## config.mk

```make
export PLATFORM = sky130hd
export DESIGN_NAME = heap_sorter_flat
export DESIGN_NICKNAME = d
export VERILOG_FILES = /design/src/design/hs_pkg.sv /design/src/design/hs_if.sv /design/src/design/hs_ram.sv /design/src/design/hs_seq.sv /design/src/design/heap_sorter.sv /design/src/flat_wrapper.sv
export SDC_FILE = /design/constraint.sdc
export NUM_CORES = 2
export LEC_CHECK = 0
export BUFFER_PORTS_ARGS = -buffer_cell sky130_fd_sc_hd__buf_4
export CAP_MARGIN = 25
export CORE_ASPECT_RATIO = 0.75
export CORE_MARGIN = 2
export CORE_UTILIZATION = 45
export DETAILED_ROUTE_END_ITERATION = 8
export GPL_ROUTABILITY_DRIVEN = 0
export MAX_ROUTING_LAYER = met4
export PLACE_DENSITY = 0.57
export SYNTH_ARGS = -nofsm -noshare
export SYNTH_HDL_FRONTEND = slang
export SYNTH_SLANG_ARGS = --single-unit
```

## constraint.sdc

```tcl
create_clock -name clk -period 14.4 [get_ports clk]
set_input_delay 0.72 -clock clk [delete_from_list [all_inputs] [get_ports clk]]
set_output_delay 0.72 -clock clk [all_outputs]
set_load 0.01 [all_outputs]
```

## src/design/hs_pkg.sv

```systemverilog
// Shared constants, types and sequencer states for the heap sorter.
`default_nettype none

package hs_pkg;

  localparam int DEPTH  = 64;
  localparam int IDX_W  = $clog2(DEPTH);
  localparam int CNT_W  = $clog2(DEPTH + 1);
  localparam int NODE_W = $clog2(2 * DEPTH + 1);
  localparam int DATA_W = 32;
  localparam int CMP_W  = 11;

  localparam logic [CMP_W-1:0] CMP_MAX = {CMP_W{1'b1}};

  typedef logic signed [DATA_W-1:0] word_t;

  typedef enum logic [3:0] {
    S_IDLE,
    S_BUILD,
    S_LOAD,
    S_EXTRACT,
    S_SWAP,
    S_SIFT_RD,
    S_SIFT_CMP,
    S_EMIT_RD,
    S_EMIT
  } state_t;

  typedef enum logic {
    PH_BUILD,
    PH_EXTRACT
  } phase_t;

  typedef struct packed {
    logic             vld;
    word_t            value;
    logic             last;
    logic [CMP_W-1:0] count;
  } emit_t;

endpackage

`default_nettype wire

```

## src/design/hs_if.sv

```systemverilog
// Valid/ready channel interfaces for the heap sorter input and result streams.
`default_nettype none

interface hs_in_if;
  import hs_pkg::*;

  logic  valid;
  logic  ready;
  word_t value;
  logic  is_last;

  modport source (output valid, output value, output is_last, input ready);
  modport sink (input valid, input value, input is_last, output ready);
endinterface

interface hs_out_if;
  import hs_pkg::*;

  logic             valid;
  logic             ready;
  word_t            sorted_value;
  logic             is_final;
  logic [CMP_W-1:0] comparison_count;

  modport source (output valid, output sorted_value, output is_final,
                  output comparison_count, input ready);
  modport sink (input valid, input sorted_value, input is_final,
                input comparison_count, output ready);
endinterface

`default_nettype wire

```

## src/design/hs_ram.sv

```systemverilog
// Generic RAM with one write port and two registered read ports.
`default_nettype none

module hs_ram #(
  parameter int DEPTH = 64,
  parameter int WIDTH = 32
) (
  input  logic                     clk,
  input  logic                     we,
  input  logic [$clog2(DEPTH)-1:0] waddr,
  input  logic [WIDTH-1:0]         wdata,
  input  logic [$clog2(DEPTH)-1:0] raddr_a,
  input  logic [$clog2(DEPTH)-1:0] raddr_b,
  output logic [WIDTH-1:0]         rdata_a,
  output logic [WIDTH-1:0]         rdata_b
);

  logic [WIDTH-1:0] mem [DEPTH];

  always_ff @(posedge clk) begin
    if (we) begin
      mem[waddr] <= wdata;
    end
    rdata_a <= mem[raddr_a];
    rdata_b <= mem[raddr_b];
  end

endmodule

`default_nettype wire

```

## src/design/hs_seq.sv

```systemverilog
// Heap sequencer: loads the store, builds the heap, extracts and streams it out.
`default_nettype none

module hs_seq (
  input  logic          clk,
  input  logic          rst,
  hs_in_if.sink         feed,
  output hs_pkg::emit_t emit,
  input  logic          emit_take
);
  import hs_pkg::*;

  state_t state, state_next;
  phase_t phase;

  logic [CNT_W-1:0] fill;
  logic [CNT_W-1:0] n;
  logic [CNT_W-1:0] k;
  logic [CNT_W-1:0] size;
  logic [IDX_W-1:0] hole;
  logic [IDX_W-1:0] emit_idx;
  word_t            moving;
  logic [CMP_W-1:0] cmp_cnt;

  logic              we;
  logic [IDX_W-1:0]  waddr;
  word_t             wdata;
  logic [IDX_W-1:0]  raddr_a;
  logic [IDX_W-1:0]  raddr_b;
  word_t             rd_a;
  word_t             rd_b;

  logic              fill_full;
  logic [CNT_W-1:0]  n_load;
  logic [CNT_W-1:0]  km1;
  logic [NODE_W-1:0] left;
  logic [NODE_W-1:0] right;
  logic              left_ok;
  logic              right_ok;
  logic              l_gt;
  word_t             top_val;
  logic              r_gt;
  logic              child_win;
  logic [IDX_W-1:0]  child_idx;
  word_t             child_val;
  logic [CMP_W:0]    cmp_sum;
  logic [CMP_W-1:0]  cmp_upd;
  logic              emit_last;
  state_t            ret_state;

  hs_ram #(
    .DEPTH (DEPTH),
    .WIDTH (DATA_W)
  ) u_ram (
    .clk     (clk),
    .we      (we),
    .waddr   (waddr),
    .wdata   (wdata),
    .raddr_a (raddr_a),
    .raddr_b (raddr_b),
    .rdata_a (rd_a),
    .rdata_b (rd_b)
  );

  assign fill_full = (fill == CNT_W'(DEPTH));
  assign n_load    = fill_full ? fill : fill + CNT_W'(1);
  assign km1       = k - CNT_W'(1);
  assign left      = (NODE_W'(hole) << 1) + NODE_W'(1);
  assign right     = (NODE_W'(hole) << 1) + NODE_W'(2);
  assign left_ok   = (left < NODE_W'(size));
  assign right_ok  = (right < NODE_W'(size));

  assign l_gt      = (rd_a > moving);
  assign top_val   = l_gt ? rd_a : moving;
  assign r_gt      = right_ok && (rd_b > top_val);
  assign child_win = l_gt || r_gt;
  assign child_idx = r_gt ? right[IDX_W-1:0] : left[IDX_W-1:0];
  assign child_val = r_gt ? rd_b : rd_a;

  assign cmp_sum   = {1'b0, cmp_cnt} + (right_ok ? (CMP_W+1)'(2) : (CMP_W+1)'(1));
  assign cmp_upd   = (cmp_sum > {1'b0, CMP_MAX}) ? CMP_MAX : cmp_sum[CMP_W-1:0];

  assign emit_last = ((CNT_W'(emit_idx) + CNT_W'(1)) == n);
  assign ret_state = (phase == PH_BUILD) ? S_BUILD : S_EXTRACT;

  always_comb begin
    state_next = state;
    case (state)
      S_IDLE: begin
        if (feed.valid && feed.is_last) begin
          state_next = S_BUILD;
        end
      end
      S_BUILD: begin
        state_next = (k != '0) ? S_LOAD : S_EXTRACT;
      end
      S_LOAD: begin
        state_next = S_SIFT_RD;
      end
      S_EXTRACT: begin
        state_next = (k != '0) ? S_SWAP : S_EMIT_RD;
      end
      S_SWAP: begin
        state_next = S_SIFT_RD;
      end
      S_SIFT_RD: begin
        state_next = left_ok ? S_SIFT_CMP : ret_state;
      end
      S_SIFT_CMP: begin
        state_next = child_win ? S_SIFT_RD : ret_state;
      end
      S_EMIT_RD: begin
        state_next = S_EMIT;
      end
      S_EMIT: begin
        if (emit_take) begin
          state_next = emit_last ? S_IDLE : S_EMIT_RD;
        end
      end
      default: begin
        state_next = S_IDLE;
      end
    endcase
  end

  always_comb begin
    feed.ready = 1'b0;
    we         = 1'b0;
    waddr      = hole;
    wdata      = moving;
    raddr_a    = hole;
    raddr_b    = '0;
    emit       = '0;
    case (state)
      S_IDLE: begin
        feed.ready = 1'b1;
        we         = feed.valid && !fill_full;
        waddr      = fill[IDX_W-1:0];
        wdata      = feed.value;
      end
      S_BUILD: begin
        raddr_a = km1[IDX_W-1:0];
      end
      S_EXTRACT: begin
        raddr_a = '0;
        raddr_b = k[IDX_W-1:0];
      end
      S_SWAP: begin
        we    = 1'b1;
        waddr = k[IDX_W-1:0];
        wdata = rd_a;
      end
      S_SIFT_RD: begin
        if (left_ok) begin
          raddr_a = left[IDX_W-1:0];
          raddr_b = right[IDX_W-1:0];
        end else begin
          we = 1'b1;
        end
      end
      S_SIFT_CMP: begin
        we    = 1'b1;
        wdata = child_win ? child_val : moving;
      end
      S_EMIT_RD: begin
        raddr_a = emit_idx;
      end
      S_EMIT: begin
        raddr_a    = emit_idx;
        emit.vld   = 1'b1;
        emit.value = rd_a;
        emit.last  = emit_last;
        emit.count = cmp_cnt;
      end
      default: begin
        we = 1'b0;
      end
    endcase
  end

  always_ff @(posedge clk) begin
    if (rst) begin
      state <= S_IDLE;
    end else begin
      state <= state_next;
    end
  end

  always_ff @(posedge clk) begin
    if (rst) begin
      fill    <= '0;
      cmp_cnt <= '0;
      phase   <= PH_BUILD;
    end else begin
      case (state)
        S_IDLE: begin
          if (feed.valid) begin
            if (!fill_full) begin
              fill <= fill + CNT_W'(1);
            end
            if (feed.is_last) begin
              n       <= n_load;
              k       <= n_load >> 1;
              cmp_cnt <= '0;
              phase   <= PH_BUILD;
            end
          end
        end
        S_BUILD: begin
          if (k != '0) begin
            hole <= km1[IDX_W-1:0];
            k    <= km1;
          end else begin
            k     <= n - CNT_W'(1);
            phase <= PH_EXTRACT;
          end
        end
        S_LOAD: begin
          moving <= rd_a;
          size   <= n;
        end
        S_EXTRACT: begin
          if (k == '0) begin
            emit_idx <= '0;
          end
        end
        S_SWAP: begin
          moving <= rd_b;
          hole   <= '0;
          size   <= k;
          k      <= km1;
        end
        S_SIFT_CMP: begin
          cmp_cnt <= cmp_upd;
          if (child_win) begin
            hole <= child_idx;
          end
        end
        S_EMIT: begin
          if (emit_take) begin
            if (emit_last) begin
              fill <= '0;
            end else begin
              emit_idx <= emit_idx + IDX_W'(1);
            end
          end
        end
        default: begin
          fill <= fill;
        end
      endcase
    end
  end

`ifndef SYNTHESIS
  a_fill_bound: assert property (@(posedge clk) disable iff (rst)
    fill <= CNT_W'(DEPTH))
    else $error("fill count beyond store depth");

  a_stop_after_last: assert property (@(posedge clk) disable iff (rst)
    (feed.valid && feed.ready && feed.is_last) |=> !feed.ready)
    else $error("input still open after the closing transfer");

  a_count_monotonic: assert property (@(posedge clk) disable iff (rst)
    (state != S_IDLE && $past(state) != S_IDLE) |-> (cmp_cnt >= $past(cmp_cnt)))
    else $error("comparison count fell during a sort");

  a_hole_in_heap: assert property (@(posedge clk) disable iff (rst)
    (state == S_SIFT_RD || state == S_SIFT_CMP) |-> (CNT_W'(hole) < size))
    else $error("sift position outside the heap");

  a_emit_in_batch: assert property (@(posedge clk) disable iff (rst)
    (state == S_EMIT) |-> (CNT_W'(emit_idx) < n))
    else $error("emit index outside the batch");
`endif

endmodule

`default_nettype wire

```

## src/design/heap_sorter.sv

```systemverilog
// Heap sorter top level: sequencer with heap store, and the result output register.
// Loading: one element transfer per cycle while idle; no result for elements not flagged last.
// Sort of N elements: paced by the one compare unit and the two-read, one-write heap store;
//   each sift level takes a read and a compare state, each emitted result a read and an emit state.
// Results stream out in ascending order; input is closed meanwhile.
// Reset clears the sequencer, fill count, comparison count and output valid; store is not cleared.
`default_nettype none

module heap_sorter (
  input  logic     clk,
  input  logic     rst,
  hs_in_if.sink    feed,
  hs_out_if.source result
);
  import hs_pkg::*;

  emit_t            emit;
  logic             emit_take;
  logic             out_valid;
  word_t            out_value;
  logic             out_final;
  logic [CMP_W-1:0] out_count;

  hs_seq u_seq (
    .clk       (clk),
    .rst       (rst),
    .feed      (feed),
    .emit      (emit),
    .emit_take (emit_take)
  );

  assign emit_take = emit.vld && (!out_valid || result.ready);

  always_ff @(posedge clk) begin
    if (rst) begin
      out_valid <= 1'b0;
    end else if (emit_take) begin
      out_valid <= 1'b1;
    end else if (result.ready) begin
      out_valid <= 1'b0;
    end
  end

  always_ff @(posedge clk) begin
    if (emit_take) begin
      out_value <= emit.value;
      out_final <= emit.last;
      out_count <= emit.count;
    end
  end

  assign result.valid            = out_valid;
  assign result.sorted_value     = out_value;
  assign result.is_final         = out_final;
  assign result.comparison_count = out_count;

endmodule

`default_nettype wire

```

## src/flat_wrapper.sv

```systemverilog
// flat-port wrapper written by rule: the top's interface ports become plain ports
module heap_sorter_flat import hs_pkg::*;
  (clk, rst, feed_valid, feed_value, feed_is_last, feed_ready, result_valid, result_sorted_value, result_is_final, result_comparison_count, result_ready);
  hs_in_if feed_i ();
  hs_out_if result_i ();
  input  logic clk;
  input  logic rst;
  input wire logic [$bits(feed_i.valid)-1:0] feed_valid;
  input wire logic [$bits(feed_i.value)-1:0] feed_value;
  input wire logic [$bits(feed_i.is_last)-1:0] feed_is_last;
  output wire logic [$bits(feed_i.ready)-1:0] feed_ready;
  output wire logic [$bits(result_i.valid)-1:0] result_valid;
  output wire logic [$bits(result_i.sorted_value)-1:0] result_sorted_value;
  output wire logic [$bits(result_i.is_final)-1:0] result_is_final;
  output wire logic [$bits(result_i.comparison_count)-1:0] result_comparison_count;
  input wire logic [$bits(result_i.ready)-1:0] result_ready;
  assign feed_i.valid = feed_valid;
  assign feed_i.value = feed_value;
  assign feed_i.is_last = feed_is_last;
  assign feed_ready = feed_i.ready;
  assign result_valid = result_i.valid;
  assign result_sorted_value = result_i.sorted_value;
  assign result_is_final = result_i.is_final;
  assign result_comparison_count = result_i.comparison_count;
  assign result_i.ready = result_ready;
  heap_sorter u_core (.clk(clk), .rst(rst), .feed(feed_i), .result(result_i));
endmodule
```

==> summary.txt <==
Run status
  • Outcome: complete, but fails checks
  • Violations in the final reports: DRC

Floorplanning
  • Site Rows: 153
  • Core Region: 232000 um^2
  • Die Wd: 563 um
  • Die footprint: 238000 um^2
  • Die Y-Extent: 423 um
  • Count of pins on the block boundary: 83
  • Initial core utilization: 45.3%

Setup path
  • Crit-path slowest cell: sky130_fd_sc_hd__o21ai_4
  • Crit path required time: 15.04 ns
  • Category of the worst setup path capture point: flop
  • Maximum cell stage delay along the critical path: 0.82 ns
  • Crit path arrival time: 8.14 ns
  • Critical Path Source Type: flop
  • Cell chain of the critical path: inv_1 > ha_1 > a21o_1 > a21o_1 > a21o_1 > a2bb2oi_1 > a32oi_1 > o211ai_1 > buf_4 > mux2i_1 > ha_1 > a21o_1 > a21o_1 > a21oi_1 > o22ai_1 > o41a_1 > o211ai_1 > nand3_2 > buf_4 > o21ai_4 > buf_4
  • WS Path Type: flop to flop
  • Category of cells accounting for the largest share of critical-path delay: compound AO/OA/AOI/OAI gates
  • Most frequent cell on the critical path: sky130_fd_sc_hd__a21o_1
  • Buffers and inverters on the worst path: 4
  • Critical path peak fanout: 33

Timing
  • Clock period minus final worst setup slack: 7.50 ns
  • Slew Limit Headroom: 14.7%
  • Number of hold violations in the final report: 0
  • Max frequency: 0.133 GHz
  • Smallest hold slack: 0.214 ns
  • Unrepaired setup endpoints after global routing: no
  • Setup Viol. Count Final: 0
  • Max-slew violation count: 0
  • Total Neg Setup Slack: 0 ns
  • Part of the cycle the worst path needs: 52.1%
  • Worst-Margin Slew: 1.27 ns
  • Setup clock skew after layout: 0.0868 ns

Yosys
  • Fraction of registers with async set/reset: 0%
  • Syn Inst Count: 6979
  • Synth warn: 0
  • Synth Net Count: 7101
  • Area of the mapped netlist: 105000 um^2
  • Number of flops mapped to enable cells by yosys: 2157
  • Post-synthesis sequential area ratio: 63.2%
  • Distinct cell type count after synthesis: 75
  • Most used flip-flop cell after synthesis: sky130_fd_sc_hd__edfxtp_1
  • Per-instance average area after synthesis: 15.1 um^2
  • Flop and latch count out of synthesis: 2245

Final layout
  • Share of final-layout standard cells stronger than drive strength 1: 21.6%
  • Area of the multi-input gates: 37200 um^2
  • Final Net Count: 7108
  • Final-layout fill cell count: 19100
  • Area used by sequential logic in the layout: 66500 um^2
  • Area added between synthesis and finish: 12.1%

Clock network
  • Clock slew seen by the registers of the worst setup and hold paths: 0.06 ns
  • Num CTS Buffers: 226
  • # H-tree levels: 4
  • Buffer cell driving the clock tree root: sky130_fd_sc_hd__clkbuf_16
  • Clock tree sinks: 2245
  • Max Buffers Root-to-Sink: 4
  • Source-to-sink clock delay at the later pin of the worst-skew pair: 0.92 ns
  • Clock tree from TritonCTS: yes
  • Post-CTS setup-driven buffer insertion count: 0
  • Quantity of hold-fixing buffers added after cts: 0
  • Gates resized, CTS repair: 0

Detailed routing
  • Post-DR vias/cell: 7.04
  • Count of nets left with antenna violations after detail routing: 0
  • Vias post-DR: 72400
  • Per-cell routed wire length: 38.0 um
  • Starting DRC count in detailed routing: 12900
  • Number of design rule violations left after detail routing: 1
  • Final Routed Wirelength: 391000 um
  • Total iterations of the first detailed-routing run: 9

Global routing
  • Vias in the first global route: 67800
  • Congestion Overflow GR: 0
  • Aggregate global-route resource usage: 33.4%
  • Number of antenna violations at the first check in global routing: 23
  • First-pass GRT wire length: 541000 um
  • Maximum number of pins on one net before global-route repair: 144

Worst hold path
  • Hold crit path type: input port to flop

Place
  • Half-perimeter wire length after detailed placement: 219000 um
  • IO buf count: 82

Power and ir drop
  • Leakage power: 38.4 nW
  • Power density relative to cell area: 129 nW/um^2
  • Worst IR Drop VDD: 117 uV

Job
  • Maxcap violations: 0
==> through the flow <==
step	total power, mW	util (%)	cell area [um^2]	instances	worst slack, ns
after floorplan	8.60	-	105000	6979	6.57
after global placement	9.27	47.5	110000	9826	7.30
after detailed placement	9.30	47.6	111000	9844	7.20
after CTS	15.2	50.8	118000	10300	7.11
after global routing	15.7	50.8	118000	10300	6.74
final	15.3	50.9	118000	10300	6.90
==> metal layers <==
metal	share of wire, %	GRT usage, %
met1	39	46.3
met5	0	-
met3	15	12.6
met2	41	44.2
met4	4.5	12.7
==> cells in the final DEF (no fill, tap or decap), types with 42 or more instances in the layout <==
cell / n
sky130_fd_sc_hd__edfxtp_1: 2157
sky130_fd_sc_hd__buf_4: 292
sky130_fd_sc_hd__a311oi_1: 125
sky130_fd_sc_hd__ha_1: 84
sky130_fd_sc_hd__a221oi_1: 65
sky130_fd_sc_hd__and3_1: 73
sky130_fd_sc_hd__nor2_4: 71
sky130_fd_sc_hd__o22ai_1: 205
sky130_fd_sc_hd__nand3_1: 328
sky130_fd_sc_hd__inv_1: 56
sky130_fd_sc_hd__a31oi_1: 132
sky130_fd_sc_hd__mux2i_1: 100
sky130_fd_sc_hd__dfxtp_1: 88
sky130_fd_sc_hd__a21oi_1: 193
sky130_fd_sc_hd__a22oi_1: 225
sky130_fd_sc_hd__nand2_1: 1026
sky130_fd_sc_hd__clkbuf_1: 42
sky130_fd_sc_hd__clkinv_1: 55
sky130_fd_sc_hd__o21ai_0: 77
sky130_fd_sc_hd__nor2_1: 159
sky130_fd_sc_hd__and2_1: 46
sky130_fd_sc_hd__clkbuf_16: 228
sky130_fd_sc_hd__mux4_2: 744
sky130_fd_sc_hd__a211oi_1: 95
==> where the power goes <==
| part | internal (mW) | switching (mW) | leakage, nW |
|---|---|---|---|
| combinational | 0.552 | 1.25 | 14.8 |
| sequential | 7.35 | 0.0835 | 20.0 |
| clock | 3.43 | 2.60 | 3.60 |
==> path summary, 6_finish.rpt <==
kind,from,endpoint,slack [ns],cells after the start
max,u_core.u_seq.moving[5],u_core.u_seq.u_ram.mem[54][16],6.90,21
max reg2reg,u_core.u_seq.moving[5],u_core.u_seq.u_ram.mem[54][16],6.90,21
min,rst,u_core.u_seq.fill[5],0.21,2
min reg2reg,u_core.u_seq.phase,u_core.u_seq.phase,0.48,2
==> cells in the mapped netlist (41+ instances only) <==
cell                       number  share of area (%)
sky130_fd_sc_hd__a211oi_1      95               0.68
sky130_fd_sc_hd__a21o_1        41               0.29
sky130_fd_sc_hd__a21oi_1      193               0.92
sky130_fd_sc_hd__a221oi_1      66               0.55
sky130_fd_sc_hd__a22oi_1      226                1.6
sky130_fd_sc_hd__a311oi_1     125                1.0
sky130_fd_sc_hd__a31oi_1      132               0.78
sky130_fd_sc_hd__and2_1        47               0.28
sky130_fd_sc_hd__and3_1        73               0.43
sky130_fd_sc_hd__buf_1        100               0.36
sky130_fd_sc_hd__buf_2         85               0.40
sky130_fd_sc_hd__clkbuf_1     339                1.2
sky130_fd_sc_hd__dfxtp_1       88                1.7
sky130_fd_sc_hd__edfxtp_1    2157                 62
sky130_fd_sc_hd__ha_1          84                1.0
sky130_fd_sc_hd__inv_1         57               0.20
sky130_fd_sc_hd__mux2i_1      100               0.95
sky130_fd_sc_hd__mux4_2       744                 16
sky130_fd_sc_hd__nand2_1     1032                3.7
sky130_fd_sc_hd__nand3_1      333                1.6
sky130_fd_sc_hd__nor2_1       230               0.82
sky130_fd_sc_hd__o21ai_0      105               0.50
sky130_fd_sc_hd__o22ai_1      205                1.2
==> sequential cells by signal, indices dropped and copies added (netlist names) <==
signal	count
u_core.u_seq.u_ram.mem	2048
u_core.result.sorted_value	32
u_core.u_seq.moving	32
u_core.u_seq.u_ram.rdata_a	32
u_core.u_seq.u_ram.rdata_b	32
u_core.result.comparison_count	11
u_core.u_seq.cmp_cnt	11
u_core.u_seq.fill	7
u_core.u_seq.k	7
u_core.u_seq.n	7
u_core.u_seq.size	7
u_core.u_seq.emit_idx	6
u_core.u_seq.hole	6
u_core.u_seq.state	4
u_core.result.is_final	1
u_core.result.valid	1
u_core.u_seq.phase	1
==> layout make-up <==
cell class / instances / area share [%]
inverters: 57 / 0.181
flip-flops and latches: 2245 / 56.3
diodes: 11 / 0.0233
well taps: 3100 / 3.28
repair buffers: 333 / 2.38
clock inverters: 139 / 1.21
clock buffers: 276 / 5.04
multi-input cells: 4123 / 31.5
==> kinds of logic (layout without fill, tap and decap cells) <==
kind of cell    count (synthesis)  in the layout  synth area share [%]
flops                        2245           2245                  63.2
simple gates                 1880           1880                  7.88
compound gates               1278           1278                  8.31
mux                           845            845                  16.9
buf+inv                       611            805                  2.43
fa+ha+maj                      85             85                  1.02
xor+xnor                       35             35                 0.291
other cells                     0             11                     0
==> worst register-to-register path, cell delays in order, from the launching register on <==
cell	delay, ns
sky130_fd_sc_hd__edfxtp_1	0.37
sky130_fd_sc_hd__inv_1	0.06
sky130_fd_sc_hd__ha_1	0.30
sky130_fd_sc_hd__a21o_1	0.17
sky130_fd_sc_hd__a21o_1	0.18
sky130_fd_sc_hd__a21o_1	0.21
sky130_fd_sc_hd__a2bb2oi_1	0.32
sky130_fd_sc_hd__a32oi_1	0.17
sky130_fd_sc_hd__o211ai_1	0.22
sky130_fd_sc_hd__buf_4	0.39
sky130_fd_sc_hd__mux2i_1	0.43
sky130_fd_sc_hd__ha_1	0.33
sky130_fd_sc_hd__a21o_1	0.17
sky130_fd_sc_hd__a21o_1	0.17
sky130_fd_sc_hd__a21oi_1	0.25
sky130_fd_sc_hd__o22ai_1	0.13
sky130_fd_sc_hd__o41a_1	0.53
sky130_fd_sc_hd__o211ai_1	0.33
sky130_fd_sc_hd__nand3_2	0.62
sky130_fd_sc_hd__buf_4	0.54
sky130_fd_sc_hd__o21ai_4	0.82
sky130_fd_sc_hd__buf_4	0.47
(Power assumes the default switching activity.)
